File: src/design/dpsc_pkg.sv
// ----------------------------------------------------------------------------
// dpsc_pkg
// Types and constants for the dual-motor speed PID controller.
// ----------------------------------------------------------------------------
package dpsc_pkg;

  // EMA weight of the new sample, Q0.16
  localparam logic [31:0] EMA_ALPHA = 32'd19661;

  // Width of the configuration write data and register index
  localparam int unsigned CFG_DATA_W = 32;
  localparam int unsigned CFG_IDX_W  = 3;
  localparam int unsigned SPIKE_W    = 23;
  localparam int unsigned IVL_W      = 10;

  localparam logic [SPIKE_W-1:0] SPIKE_RESET = 23'h7FFFFF;
  localparam logic [IVL_W-1:0]   IVL_RESET   = 10'd10;

  typedef enum logic [CFG_IDX_W-1:0] {
    REG_PROP_A   = 3'd0,
    REG_INTEG_A  = 3'd1,
    REG_DERIV_A  = 3'd2,
    REG_PROP_B   = 3'd3,
    REG_INTEG_B  = 3'd4,
    REG_DERIV_B  = 3'd5,
    REG_SPIKE    = 3'd6,
    REG_INTERVAL = 3'd7
  } cfg_idx_e;

  typedef enum logic [3:0] {
    ST_IDLE,
    ST_SPIKE,
    ST_EMA,
    ST_SMOOTH,
    ST_ERR,
    ST_INTM,
    ST_INTA,
    ST_PM,
    ST_IL,
    ST_IH,
    ST_IADD,
    ST_DM,
    ST_DINIT,
    ST_DDIV,
    ST_DADD,
    ST_FIN
  } state_e;

endpackage

File: src/design/dual_pid_speed_controller.sv
// ----------------------------------------------------------------------------
// dual_pid_speed_controller
// Two-motor speed PID with spike rejection, EMA smoothing and error deadband.
// Motor A is processed, then motor B; the shared 33x32 multiplier runs EMA,
// integral, P, I and D, and the D term divides by the interval with a
// restoring division over SPEED_WIDTH+17 quotient bits per motor. A new
// transaction is taken only when idle, after motor B has finished and the
// previous result is no longer stalled at the output.
// Reset clears gains, smoothed speeds, last errors and integrals; the spike
// limit resets to its maximum and the interval to 10 ms.
// ----------------------------------------------------------------------------
module dual_pid_speed_controller #(
  parameter int unsigned SPEED_WIDTH    = 24,
  parameter int unsigned FRACTION_BITS  = 8,
  parameter int unsigned INTEGRAL_WIDTH = 40
) (
  input  logic                            clk_i,
  input  logic                            rst_ni,
  input  logic                            cfg_valid_i,
  output logic                            cfg_ready_o,
  input  logic [dpsc_pkg::CFG_IDX_W-1:0]  cfg_index_i,
  input  logic [dpsc_pkg::CFG_DATA_W-1:0] cfg_data_i,
  input  logic                            in_valid_i,
  output logic                            in_stall_o,
  input  logic signed [SPEED_WIDTH-1:0]   target_a_i,
  input  logic signed [SPEED_WIDTH-1:0]   measured_a_i,
  input  logic signed [SPEED_WIDTH-1:0]   target_b_i,
  input  logic signed [SPEED_WIDTH-1:0]   measured_b_i,
  output logic                            out_valid_o,
  input  logic                            out_stall_i,
  output logic signed [SPEED_WIDTH-1:0]   drive_a_o,
  output logic signed [SPEED_WIDTH-1:0]   drive_b_o
);
  import dpsc_pkg::*;

  localparam int unsigned SW   = SPEED_WIDTH;
  localparam int unsigned IW   = INTEGRAL_WIDTH;
  localparam int unsigned QW   = SW + 17;
  localparam int unsigned CW   = $clog2(QW + 1);
  localparam int unsigned ACCW = 53;
  localparam int unsigned ISW  = (IW > 42) ? IW + 2 : 44;
  localparam int unsigned CMPW = (SW + 1 > SPIKE_W) ? SW + 1 : SPIKE_W;
  localparam int unsigned EW   = 50;

  // ---------------- configuration ----------------
  logic [31:0]         kp_q [2];
  logic [31:0]         ki_q [2];
  logic [31:0]         kd_q [2];
  logic [SPIKE_W-1:0]  spike_q;
  logic [IVL_W-1:0]    tick_q;

  assign cfg_ready_o = 1'b1;

  always_ff @(posedge clk_i or negedge rst_ni) begin
    if (!rst_ni) begin
      kp_q[0] <= '0; kp_q[1] <= '0;
      ki_q[0] <= '0; ki_q[1] <= '0;
      kd_q[0] <= '0; kd_q[1] <= '0;
      spike_q <= SPIKE_RESET;
      tick_q  <= IVL_RESET;
    end else if (cfg_valid_i && cfg_ready_o) begin
      unique case (cfg_idx_e'(cfg_index_i))
        REG_PROP_A:   kp_q[0] <= cfg_data_i;
        REG_INTEG_A:  ki_q[0] <= cfg_data_i;
        REG_DERIV_A:  kd_q[0] <= cfg_data_i;
        REG_PROP_B:   kp_q[1] <= cfg_data_i;
        REG_INTEG_B:  ki_q[1] <= cfg_data_i;
        REG_DERIV_B:  kd_q[1] <= cfg_data_i;
        REG_SPIKE:    spike_q <= cfg_data_i[SPIKE_W-1:0];
        REG_INTERVAL: tick_q  <= cfg_data_i[IVL_W-1:0];
        default:      ;
      endcase
    end
  end

  // ---------------- sequencer ----------------
  state_e state_q, state_d;
  logic   motor_q;
  logic   in_acc, out_acc;
  logic   div_done;
  logic   out_free;

  logic signed [SW-1:0]   tgt_q [2];
  logic signed [SW-1:0]   meas_q [2];
  logic [IVL_W-1:0]       ivl_q;
  logic signed [SW-1:0]   sm_q [2];
  logic signed [SW-1:0]   le_q [2];
  logic signed [IW-1:0]   ig_q [2];
  logic signed [SW:0]     dq_q;
  logic signed [SW-1:0]   err_q;
  logic [64:0]            prod_q;
  logic [47:0]            ilo_q;
  logic                   dneg_q;
  logic [QW-1:0]          dvd_q;
  logic [IVL_W-1:0]       rem_q;
  logic [CW-1:0]          cnt_q;
  logic signed [ACCW-1:0] acc_q;
  logic signed [SW-1:0]   da_q;
  logic                   out_valid_q;
  logic signed [SW-1:0]   drive_a_q, drive_b_q;

  assign in_acc   = in_valid_i && !in_stall_o;
  assign out_acc  = out_valid_q && !out_stall_i;
  assign out_free = !out_valid_q || !out_stall_i;
  assign div_done = (cnt_q == CW'(QW - 1));

  always_comb begin
    state_d = state_q;
    unique case (state_q)
      ST_IDLE:   if (in_acc) state_d = ST_SPIKE;
      ST_SPIKE:  state_d = ST_EMA;
      ST_EMA:    state_d = ST_SMOOTH;
      ST_SMOOTH: state_d = ST_ERR;
      ST_ERR:    state_d = ST_INTM;
      ST_INTM:   state_d = ST_INTA;
      ST_INTA:   state_d = ST_PM;
      ST_PM:     state_d = ST_IL;
      ST_IL:     state_d = ST_IH;
      ST_IH:     state_d = ST_IADD;
      ST_IADD:   state_d = ST_DM;
      ST_DM:     state_d = ST_DINIT;
      ST_DINIT:  state_d = ST_DDIV;
      ST_DDIV:   if (div_done) state_d = ST_DADD;
      ST_DADD:   state_d = ST_FIN;
      ST_FIN: begin
        if (!motor_q) state_d = ST_SPIKE;
        else if (out_free) state_d = ST_IDLE;
      end
      default:   state_d = ST_IDLE;
    endcase
  end

  // ---------------- shared multiplier operands ----------------
  logic [32:0]          mul_a;
  logic [31:0]          mul_b;
  logic [64:0]          mul_p;
  logic [63:0]          igm;
  logic signed [SW:0]   ediff;
  logic [SW:0]          dq_mag, ediff_mag;
  logic [SW-1:0]        err_mag;

  assign igm       = ig_q[motor_q][IW-1] ? -64'(ig_q[motor_q]) : 64'(ig_q[motor_q]);
  assign dq_mag    = dq_q[SW] ? -dq_q : dq_q;
  assign err_mag   = err_q[SW-1] ? -err_q : err_q;
  assign ediff     = $signed({err_q[SW-1], err_q}) - $signed({le_q[motor_q][SW-1], le_q[motor_q]});
  assign ediff_mag = ediff[SW] ? -ediff : ediff;

  always_comb begin
    in_stall_o = (state_q != ST_IDLE);
    mul_a      = '0;
    mul_b      = '0;
    unique case (state_q)
      ST_EMA:  begin mul_a = 33'(dq_mag);        mul_b = EMA_ALPHA;          end
      ST_INTM: begin mul_a = 33'(err_mag);       mul_b = 32'(ivl_q);         end
      ST_PM:   begin mul_a = 33'(err_mag);       mul_b = kp_q[motor_q];      end
      ST_IL:   begin mul_a = {1'b0, igm[31:0]};  mul_b = ki_q[motor_q];      end
      ST_IH:   begin mul_a = {1'b0, igm[63:32]}; mul_b = ki_q[motor_q];      end
      ST_DM:   begin mul_a = 33'(ediff_mag);     mul_b = kd_q[motor_q];      end
      default: ;
    endcase
  end

  assign mul_p = 65'(mul_a) * 65'(mul_b);

  // ---------------- datapath ----------------
  logic signed [SW:0]      spk_diff;
  logic [SW:0]             spk_mag;
  logic                    spk_hit;
  logic signed [EW-1:0]    ema_ps, ema_t, ema_s;
  logic signed [SW-1:0]    s_sat;
  logic signed [SW:0]      e_full;
  logic signed [SW-1:0]    e_sat;
  logic [SW-1:0]           e_mag;
  logic signed [ISW-1:0]   isum, iprod;
  logic signed [IW-1:0]    i_sat;
  logic [63:0]             ir;
  logic [50:0]             ir_cap;
  logic [IVL_W:0]          div_r2;
  logic                    div_bit;
  logic signed [ACCW-1:0]  acc_d;
  logic signed [SW-1:0]    acc_sat;
  logic [ACCW-2:0]         term_mag;
  logic                    term_neg;

  assign spk_diff = $signed({meas_q[motor_q][SW-1], meas_q[motor_q]})
                  - $signed({sm_q[motor_q][SW-1], sm_q[motor_q]});
  assign spk_mag  = spk_diff[SW] ? -spk_diff : spk_diff;
  assign spk_hit  = CMPW'(spk_mag) > CMPW'(spike_q);

  // round half up of alpha*delta / 2^16, added back onto the old value
  assign ema_ps = dq_q[SW] ? -$signed({2'b00, prod_q[47:0]}) : $signed({2'b00, prod_q[47:0]});
  assign ema_t  = (ema_ps + EW'(32768)) >>> 16;
  assign ema_s  = ema_t + EW'(sm_q[motor_q]);
  always_comb begin
    if (ema_s > EW'(2 ** (SW - 1) - 1))       s_sat = {1'b0, {(SW-1){1'b1}}};
    else if (ema_s < -EW'(2 ** (SW - 1)))     s_sat = {1'b1, {(SW-1){1'b0}}};
    else                                      s_sat = ema_s[SW-1:0];
  end

  assign e_full = $signed({tgt_q[motor_q][SW-1], tgt_q[motor_q]})
                - $signed({sm_q[motor_q][SW-1], sm_q[motor_q]});
  always_comb begin
    if (e_full[SW] != e_full[SW-1]) e_sat = {e_full[SW], {(SW-1){!e_full[SW]}}};
    else                            e_sat = e_full[SW-1:0];
  end
  assign e_mag = e_sat[SW-1] ? -e_sat : e_sat;

  assign iprod = err_q[SW-1] ? -$signed(ISW'(prod_q[41:0])) : $signed(ISW'(prod_q[41:0]));
  assign isum  = ISW'(ig_q[motor_q]) + iprod;
  always_comb begin
    if (isum > ISW'(2 ** (IW - 1) - 1))       i_sat = {1'b0, {(IW-1){1'b1}}};
    else if (isum < -ISW'(2 ** (IW - 1)))     i_sat = {1'b1, {(IW-1){1'b0}}};
    else                                      i_sat = isum[IW-1:0];
  end

  // integral term: (hi*g << 16) + (lo*g >> 16), capped at 2^50
  assign ir     = {prod_q[47:0], 16'h0} + 64'(ilo_q);
  assign ir_cap = (ir > 64'(2) ** 50) ? {1'b1, 50'h0} : ir[50:0];

  assign div_r2  = {rem_q, dvd_q[QW-1]};
  assign div_bit = div_r2 >= (IVL_W+1)'(ivl_q);

  always_comb begin
    term_mag = '0;
    term_neg = 1'b0;
    unique case (state_q)
      ST_IL:   begin term_mag = (ACCW-1)'(prod_q[63:16]); term_neg = err_q[SW-1];     end
      ST_IADD: begin term_mag = (ACCW-1)'(ir_cap);        term_neg = ig_q[motor_q][IW-1]; end
      ST_DADD: begin term_mag = (ACCW-1)'(dvd_q);         term_neg = dneg_q;          end
      default: ;
    endcase
  end

  assign acc_d = acc_q + (term_neg ? -$signed({1'b0, term_mag}) : $signed({1'b0, term_mag}));

  always_comb begin
    if (acc_q > ACCW'(2 ** (SW - 1) - 1))     acc_sat = {1'b0, {(SW-1){1'b1}}};
    else if (acc_q < -ACCW'(2 ** (SW - 1)))   acc_sat = {1'b1, {(SW-1){1'b0}}};
    else                                      acc_sat = acc_q[SW-1:0];
  end

  // raise the result at the final step of motor B, drop it once taken
  always_ff @(posedge clk_i or negedge rst_ni) begin
    if (!rst_ni) begin
      out_valid_q <= 1'b0;
    end else if (state_q == ST_FIN && motor_q && out_free) begin
      out_valid_q <= 1'b1;
    end else if (out_acc) begin
      out_valid_q <= 1'b0;
    end
  end

  always_ff @(posedge clk_i or negedge rst_ni) begin
    if (!rst_ni) begin
      state_q     <= ST_IDLE;
      motor_q     <= 1'b0;
      cnt_q       <= '0;
      ivl_q       <= 10'd1;
      sm_q[0] <= '0; sm_q[1] <= '0;
      le_q[0] <= '0; le_q[1] <= '0;
      ig_q[0] <= '0; ig_q[1] <= '0;
    end else begin
      state_q <= state_d;
      unique case (state_q)
        ST_IDLE: begin
          if (in_acc) begin
            tgt_q[0]  <= target_a_i;
            meas_q[0] <= measured_a_i;
            tgt_q[1]  <= target_b_i;
            meas_q[1] <= measured_b_i;
            ivl_q     <= (tick_q == '0) ? IVL_W'(1) : tick_q;
            motor_q   <= 1'b0;
          end
        end
        ST_SPIKE:  dq_q <= spk_hit ? '0 : spk_diff;
        ST_EMA:    prod_q <= mul_p;
        ST_SMOOTH: sm_q[motor_q] <= s_sat;
        ST_ERR:    err_q <= (e_mag < SW'(2 ** FRACTION_BITS)) ? '0 : e_sat;
        ST_INTM:   prod_q <= mul_p;
        ST_INTA:   ig_q[motor_q] <= i_sat;
        ST_PM: begin
          prod_q <= mul_p;
          acc_q  <= '0;
        end
        ST_IL: begin
          acc_q  <= acc_d;
          prod_q <= mul_p;
        end
        ST_IH: begin
          ilo_q  <= prod_q[63:16];
          prod_q <= mul_p;
        end
        ST_IADD:   acc_q <= acc_d;
        ST_DM: begin
          prod_q <= mul_p;
          dneg_q <= ediff[SW];
        end
        ST_DINIT: begin
          dvd_q <= prod_q[SW+32:16];
          rem_q <= '0;
          cnt_q <= '0;
        end
        ST_DDIV: begin
          // restoring division, quotient shifts into the dividend register
          rem_q <= div_bit ? IVL_W'(div_r2 - (IVL_W+1)'(ivl_q)) : div_r2[IVL_W-1:0];
          dvd_q <= {dvd_q[QW-2:0], div_bit};
          cnt_q <= cnt_q + CW'(1);
        end
        ST_DADD:   acc_q <= acc_d;
        ST_FIN: begin
          if (!motor_q) begin
            le_q[0] <= err_q;
            da_q    <= acc_sat;
            motor_q <= 1'b1;
          end else if (out_free) begin
            le_q[1]     <= err_q;
            drive_a_q   <= da_q;
            drive_b_q   <= acc_sat;
          end
        end
        default: ;
      endcase
    end
  end

  assign out_valid_o = out_valid_q;
  assign drive_a_o   = drive_a_q;
  assign drive_b_o   = drive_b_q;

  // ---------------- assertions ----------------
  a_busy_after_accept: assert property (@(posedge clk_i) disable iff (!rst_ni)
    in_acc |=> in_stall_o)
    else $error("block not busy after accepting a transaction");

  a_result_from_fin: assert property (@(posedge clk_i) disable iff (!rst_ni)
    $rose(out_valid_q) |-> $past(state_q == ST_FIN) && $past(motor_q))
    else $error("result raised outside the final step of motor B");

  a_interval_nonzero: assert property (@(posedge clk_i) disable iff (!rst_ni)
    (state_q != ST_IDLE) |-> (ivl_q != '0))
    else $error("zero divisor while busy");

  a_div_bound: assert property (@(posedge clk_i) disable iff (!rst_ni)
    (state_q == ST_DDIV) |-> (cnt_q < CW'(QW)) && (rem_q < ivl_q))
    else $error("divider step out of range");

endmodule

File: config.mk
export PLATFORM = sky130hd
export DESIGN_NAME = dual_pid_speed_controller
export DESIGN_NICKNAME = d
export VERILOG_FILES = /design/src/design/dpsc_pkg.sv /design/src/design/dual_pid_speed_controller.sv
export SDC_FILE = /design/constraint.sdc
export NUM_CORES = 2
export LEC_CHECK = 0
export BUFFER_PORTS_ARGS = -buffer_cell sky130_fd_sc_hd__buf_2
export CORE_MARGIN = 8
export CORE_UTILIZATION = 45
export DETAILED_ROUTE_END_ITERATION = 12
export PLACE_DENSITY = 0.64
export RECOVER_POWER = 25
export SKIP_CTS_REPAIR_TIMING = 1
export SYNTH_ARGS = -nofsm -noshare
export SYNTH_HDL_FRONTEND = slang
export SYNTH_SLANG_ARGS = --single-unit
File: constraint.sdc
create_clock -name clk_i -period 23.1 [get_ports clk_i]
set_input_delay 4.62 -clock clk_i [delete_from_list [all_inputs] [get_ports clk_i]]
set_output_delay 4.62 -clock clk_i [all_outputs]
set_load 0.005 [all_outputs]
# [Yosys cells after proc, flatten, opt, wreduce, memory -nomap -nowiden]
# Memories as Yosys holds them, arrays and structs flattened.
# Index checks and enable logic that the tools add are counted.
# Widths: inputs -> output; s select.
[word_totals] ramBits=96 regBits=761 output_inout_bits=51 wordCells=201 memories=2
[mem_list] name="meas_q" depth=2 word_bits=24 rd=1 rd_ports_with_merged_regs=0 wr=2 line_no="dual_pid_speed_controller.sv:84" text="logic signed [SW-1:0] meas_q [2];"
[mem_list] name="tgt_q" depth=2 word_bits=24 rd=1 rd_ports_with_merged_regs=0 wr=2 line_no="dual_pid_speed_controller.sv:83" text="logic signed [SW-1:0] tgt_q [2];"
[op_classes] n_reduce_logical=45 eq_ne=27 n_mul=1 n_mux=63 bitwise_logic=2 addsub=19 magnitude_cmp=12
[ops] cell="$mux 24" count=14
[ops] cell="$pmux 32 s5" count=2
[ops] cell="$mux 32" count=9
[ops] cell="$mux 40" count=6
[ops] cell="$pmux 51 s3" count=1
[ops] cell="$pmux 53 s2" count=1
[ops] cell="$pmux 41 s2" count=1
[ops] cell="$bwmux 80" count=1
[ops] cell="$mux 25" count=3
[ops] cell="$neg 25->25" count=3
[ops] cell="$sub 24x24->25" count=3
[ops] cell="$add 64x48->64" count=1
[ops] cell="$gt 64x51->1 const B" count=1
[ops] cell="$mul 32x32->64" count=1
[ops] cell="$mux 64" count=1
[ops] cell="$neg 40->64" count=1
[ops] cell="$pmux 4 s16" count=1
[ops] cell="$add 53x53->53" count=1
[ops] cell="$gt 53x24->1 const B" count=1
[ops] cell="$lt 53x24->1 const B" count=1
[ops] cell="$mux 53" count=1
[ops] cell="$neg 52->53" count=1
[ops] cell="$mux 51" count=1
[ops] cell="$add 50x17->50 const B" count=1
[ops] cell="other kinds (55)" count=112

# [Logic depth before layout (Yosys ltp)]
[depth] depth_word=10 depth_mapped=60 depth_no_buf=48

# [Least setup slack after synthesis]
# No wires, ideal clock.
[synth_path] kind="reg2reg" startpoint="reg motor_q" endpoint="reg prod_q[61] (data pin)" required_ns=22.842 stages_incl_launch_ff=59 synth_period_minus_slack_ns=14.747 slack_ns=8.353 arrival_time_ns=14.490 setup_time_ns=0.258 cell_sequence="dfrtp_1 > buf_2 > buf_1 > buf_2 > buf_2 > buf_2 > buf_2 > buf_1 > buf_2 > buf_2 > clkbuf_1 > buf_1 > mux2_2 > ha_1 > inv_1 > fa_1 > a21o_1 > a21oi_1 > [23 not listed] > fa_1 > inv_1 > fa_1 > inv_1 > ha_1 > a21o_1 > a21o_1 > a21o_1 > a31oi_1 > o21ai_0 > o311ai_0 > nand4_1 > a41o_1 > o21a_1 > a21o_1 > a31o_2 > a21oi_1 > xnor2_1"
[synth_via] elab_chain_len=9 word_cells_on_any_way=24 cone_classes="add/sub: 3; mul: 1; mux: 19; bitwise: 1"
[synth_lines] item="start, declared" line_no="dual_pid_speed_controller.sv:78" text="logic motor_q;"
[synth_lines] item="start signal, assigned" line_no="dual_pid_speed_controller.sv:256" text="motor_q <= 1'b0;"
[synth_lines] item="start signal, assigned" line_no="dual_pid_speed_controller.sv:272" text="motor_q <= 1'b0;"
[synth_lines] item="start signal, assigned" line_no="dual_pid_speed_controller.sv:314" text="motor_q <= 1'b1;"
[synth_lines] item="$not 1->2 (implied by the code) (*)" line_no="dual_pid_speed_controller.sv:145" text="assign ediff = $signed({err_q[SW-1], err_q}) - $signed({le_q[motor_q][SW-1], le_q[motor_q]});"
[synth_lines] item="$mux 24 (implied by the code) (*) (3 in series)" line_no="dual_pid_speed_controller.sv:145"
[synth_lines] item="$sub 24x24->25 (*)" line_no="dual_pid_speed_controller.sv:145"
[synth_lines] item="net ediff[24]" line_no="dual_pid_speed_controller.sv:138" text="logic signed [SW:0] ediff;"
[synth_lines] item="$neg 25->25" line_no="dual_pid_speed_controller.sv:146" text="assign ediff_mag = ediff[SW] ? -ediff : ediff;"
[synth_lines] item="$mux 25 (*)" line_no="dual_pid_speed_controller.sv:146"
[synth_lines] item="$pmux 32 s5 (*)" line_no="dual_pid_speed_controller.sv:152" text="unique case (state_q)"
[synth_lines] item="$mul 32x32->64 (*)" line_no="dual_pid_speed_controller.sv:163" text="assign mul_p = 65'(mul_a) * 65'(mul_b);"
[synth_lines] item="net mul_p[61]" line_no="dual_pid_speed_controller.sv:136" text="logic [64:0] mul_p;"
[synth_lines] item="end signal, assigned" line_no="dual_pid_speed_controller.sv:276" text="ST_EMA: prod_q <= mul_p;"
[synth_lines] item="end signal, assigned" line_no="dual_pid_speed_controller.sv:279" text="ST_INTM: prod_q <= mul_p;"
[synth_lines] item="end signal, assigned" line_no="dual_pid_speed_controller.sv:282" text="prod_q <= mul_p;"
[synth_lines] item="end, declared" line_no="dual_pid_speed_controller.sv:91" text="logic [64:0] prod_q;"
# Mark *: on every way through the listed nets, which the timed path passes. The rest lies on a longest branch. The select of a mux whose other input is x is not followed.
# A chain may end at the register's enable or synchronous reset.

# [Final worst setup path]
# Ends and elaborated chain as after synthesis.

==> metrics.md <==
| Metric | Value |
|---|---|
| Clk slew on worst S/H paths | `0.07 ns` |
| Ys flop type | `edfxtp_1` |
| Largest cells by area after synthesis | `fa_1, edfxtp_1, dfrtp_1` |
| DR iter-0 viols | `7313` |
| Ports | `187` |
| Layout cells sized above 1 | `0.107` |
| RSZ-0062 raised after global routing | `false` |
| Core area | `197000 um^2` |
| Post-DRT Antenna Nets | `0` |
| Worst rel slew slack | `-1.30` |
| Largest area contributor in the netlist | `fa_1` |
| Via count | `72000` |
| Kind of cell adding the most delay to the critical path | `compound AO/OA/AOI/OAI gates` |
| Final Skew | `0.0367 ns` |
| CP arrival | `14.98 ns` |
| CTS Root Cell | `clkbuf_16` |
| Slew @ Worst Pin | `3.45 ns` |
| Final setup vio count | `0` |
| Die H | `460 um` |
| Clock sink total | `857` |
| Fin crit period | `14.51 ns` |
| Skew-Pair Late Insertion Delay | `0.74 ns` |
| Total die area | `212000 um^2` |
| EDFF count, synth | `434` |
| CP max FO | `111` |
| GPL Wtd Cong | `0.972` |
| Worst setup SP type | `flop` |
| Async set-reset flop share out of synthesis | `0.494` |
| HP Class | `reg2reg` |
| Row count | `163` |
| Die X | `460 um` |
| Setup TNS | `0 ns` |
| Max-cap violation count | `10` |
| Max Buffers Root-to-Sink | `3` |
| CTS Buf Count | `91` |
| Syn Nets | `11100` |
| First-pass GRT wire length | `439 mm` |
| Mapped Cells | `9537` |
| Final period utilization | `0.628` |
| Initial antenna violation count | `9` |
| Slowest-stage cell, CP | `dfrtp_4` |
| Final Hold Vio Count | `0` |
| CP Data Required Time | `23.57 ns` |
| Post-detail-place hpwl | `218 mm` |
| Synth warn | `0` |
| Max frequency | `0.0689 GHz` |
| Critical Path Max Stage Delay | `0.80 ns` |
| Pin count of the biggest net entering global routing | `179` |
| Synth Area per Inst | `9.30 um^2` |
| Port bufs | `185` |
| Failing checks | `max-capacitance violations, max-slew violations` |
| Multi-input logic area | `59200 um^2` |
| GRT overflow | `0` |
| Starting Density | `0.451` |
| TritonCTS clock tree | `yes` |
| Top-area cell type share of the netlist area | `0.204` |
| Crit path kind | `reg2reg` |
| Most common cell on crit path | `fa_1` |
| Crit. End Element | `flop` |
| Area Growth Syn to Fin | `8.37%` |
| Max Slew Vio Count | `346` |
| Register bit total from synthesis | `857` |
| Netlist cell types | `101` |
| Sequential share of the synthesized area | `0.267` |
| Status | `complete, but fails checks` |
| Tot GR Track Use | `0.266` |
| FF/Latch Area | `23700 um^2` |
| Vias in the first global route | `73200` |
| Via density | `5.87` |
| Total Wirelength | `286 mm` |
| Critical path buffers and inverters | `6` |
| Total Nets Final | `11100` |
| Wire per inst | `23.3 um` |
| DR pass1 iterations | `6` |
| Number of fill cells | `18500` |
| Post-Syn Area | `88700 um^2` |
| DRC violations left | `0` |
| H-tree levels | `3` |
state kept, by name, indices dropped and copies added, names as in the netlist, 23 cells and up:
register,cells
acc_q,53
da_q,24
dq_q,25
drive_a_o,24
drive_b_o,24
dvd_q,41
err_q,24
ig_q,80
ilo_q,48
kd_q,64
ki_q,64
kp_q,64
le_q,48
meas_q,48
prod_q,64
sm_q,48
spike_q,23
tgt_q,48
kinds of logic (layout without fill, tap and decap cells):
logic type	after synthesis	in the layout	synth area share
compound gates	1634	1634	0.120
simple gates	2909	2909	0.149
buf+inv	1676	1766	0.0716
mux	490	490	0.0606
other cells	1	5	0.0000423
fa+ha+maj	1445	1445	0.280
flops	857	857	0.267
xor+xnor	525	525	0.0518
cell type report:
type                            count  area share
Tap cell                         2640      0.0344
Antenna cell                        4    0.000104
Clock buffer                      106      0.0250
Timing Repair Buffer              376      0.0238
Sequential cell                   857       0.246
Multi-Input combinational cell   7004       0.615
Clock inverter                     59     0.00741
Inverter                         1225      0.0478
final timing paths:
kind	from	to	slack (ns)	cells after the start
worst min register to register	da_q[16]$_DFFE_PP_	drive_a_o[16]$_DFFE_PP_	0.42	0
min in group asynchronous	rst_ni	ivl_q[6]$_DFFE_PN0P_	5.09	1
worst min-delay path	da_q[16]$_DFFE_PP_	drive_a_o[16]$_DFFE_PP_	0.42	0
max in group asynchronous	rst_ni	motor_q$_DFFE_PN0P_	13.93	4
worst max register to register	motor_q$_DFFE_PN0P_	prod_q[61]$_DFFE_PP_	8.59	43
worst max-delay path	motor_q$_DFFE_PN0P_	prod_q[61]$_DFFE_PP_	8.59	43
placed cells by master (no fill, tap or decap), types with 40 or more instances in the layout:
cell type,n
a211oi_1,43
a21o_1,141
a21oi_1,454
a222oi_1,40
a31oi_1,62
and2_1,115
and3_1,58
buf_2,178
buf_4,166
clkbuf_16,92
dfrtp_1,396
edfxtp_1,434
fa_1,904
ha_1,541
inv_1,1224
mux2_2,373
mux2i_1,102
nand2_1,1120
nand2b_1,117
nand3_1,109
nand4_1,61
nor2_1,833
nor2b_1,85
nor3_1,140
nor4_1,44
o21a_1,68
o21ai_0,345
o21bai_1,42
o31ai_1,63
or3_1,53
xnor2_1,332
xor2_1,193
synthesized netlist by cell type (all sizes together), types with 64 or more instances:
cell type and n:
inv 1224, nand2 1122, fa 904, nor2 846, ha 541, a21oi 460
edfxtp 434, clkbuf 400, dfrtp 397, mux2 377, o21ai 354, xnor2 332
xor2 193, nor3 145, a21o 141, and2 118, nand2b 117, mux2i 113
nand3 110, nor2b 85, o21a 68, a31oi 64
per-stage QoR:
stage                     hold slack, ns  utilization  setup WS, ns  instances  instance area, um^2
after global placement             0.400        0.474          9.13      12100                93100
final                              0.417        0.489          8.59      12300                96100
after detailed placement           0.405        0.474          8.84      12100                93100
after CTS                          0.419        0.490          8.78      12300                96200
after global routing               0.428        0.489          7.84      12300                96100
after floorplan                    0.400            -          8.35       9537                88700
per-layer routing:
layer | share of wire | global-route usage | vias up
li1 | - | - | 32000
met1 | 0.42 | 0.363 | 35900
met2 | 0.44 | 0.417 | 3436
met3 | 0.092 | 0.0501 | 673
met4 | 0.048 | 0.107 | 6
met5 | 0.00014 | 0 | -
Power is not shown: default switching activity piles up to over one toggle a cycle in this logic, so the estimate is an artifact.
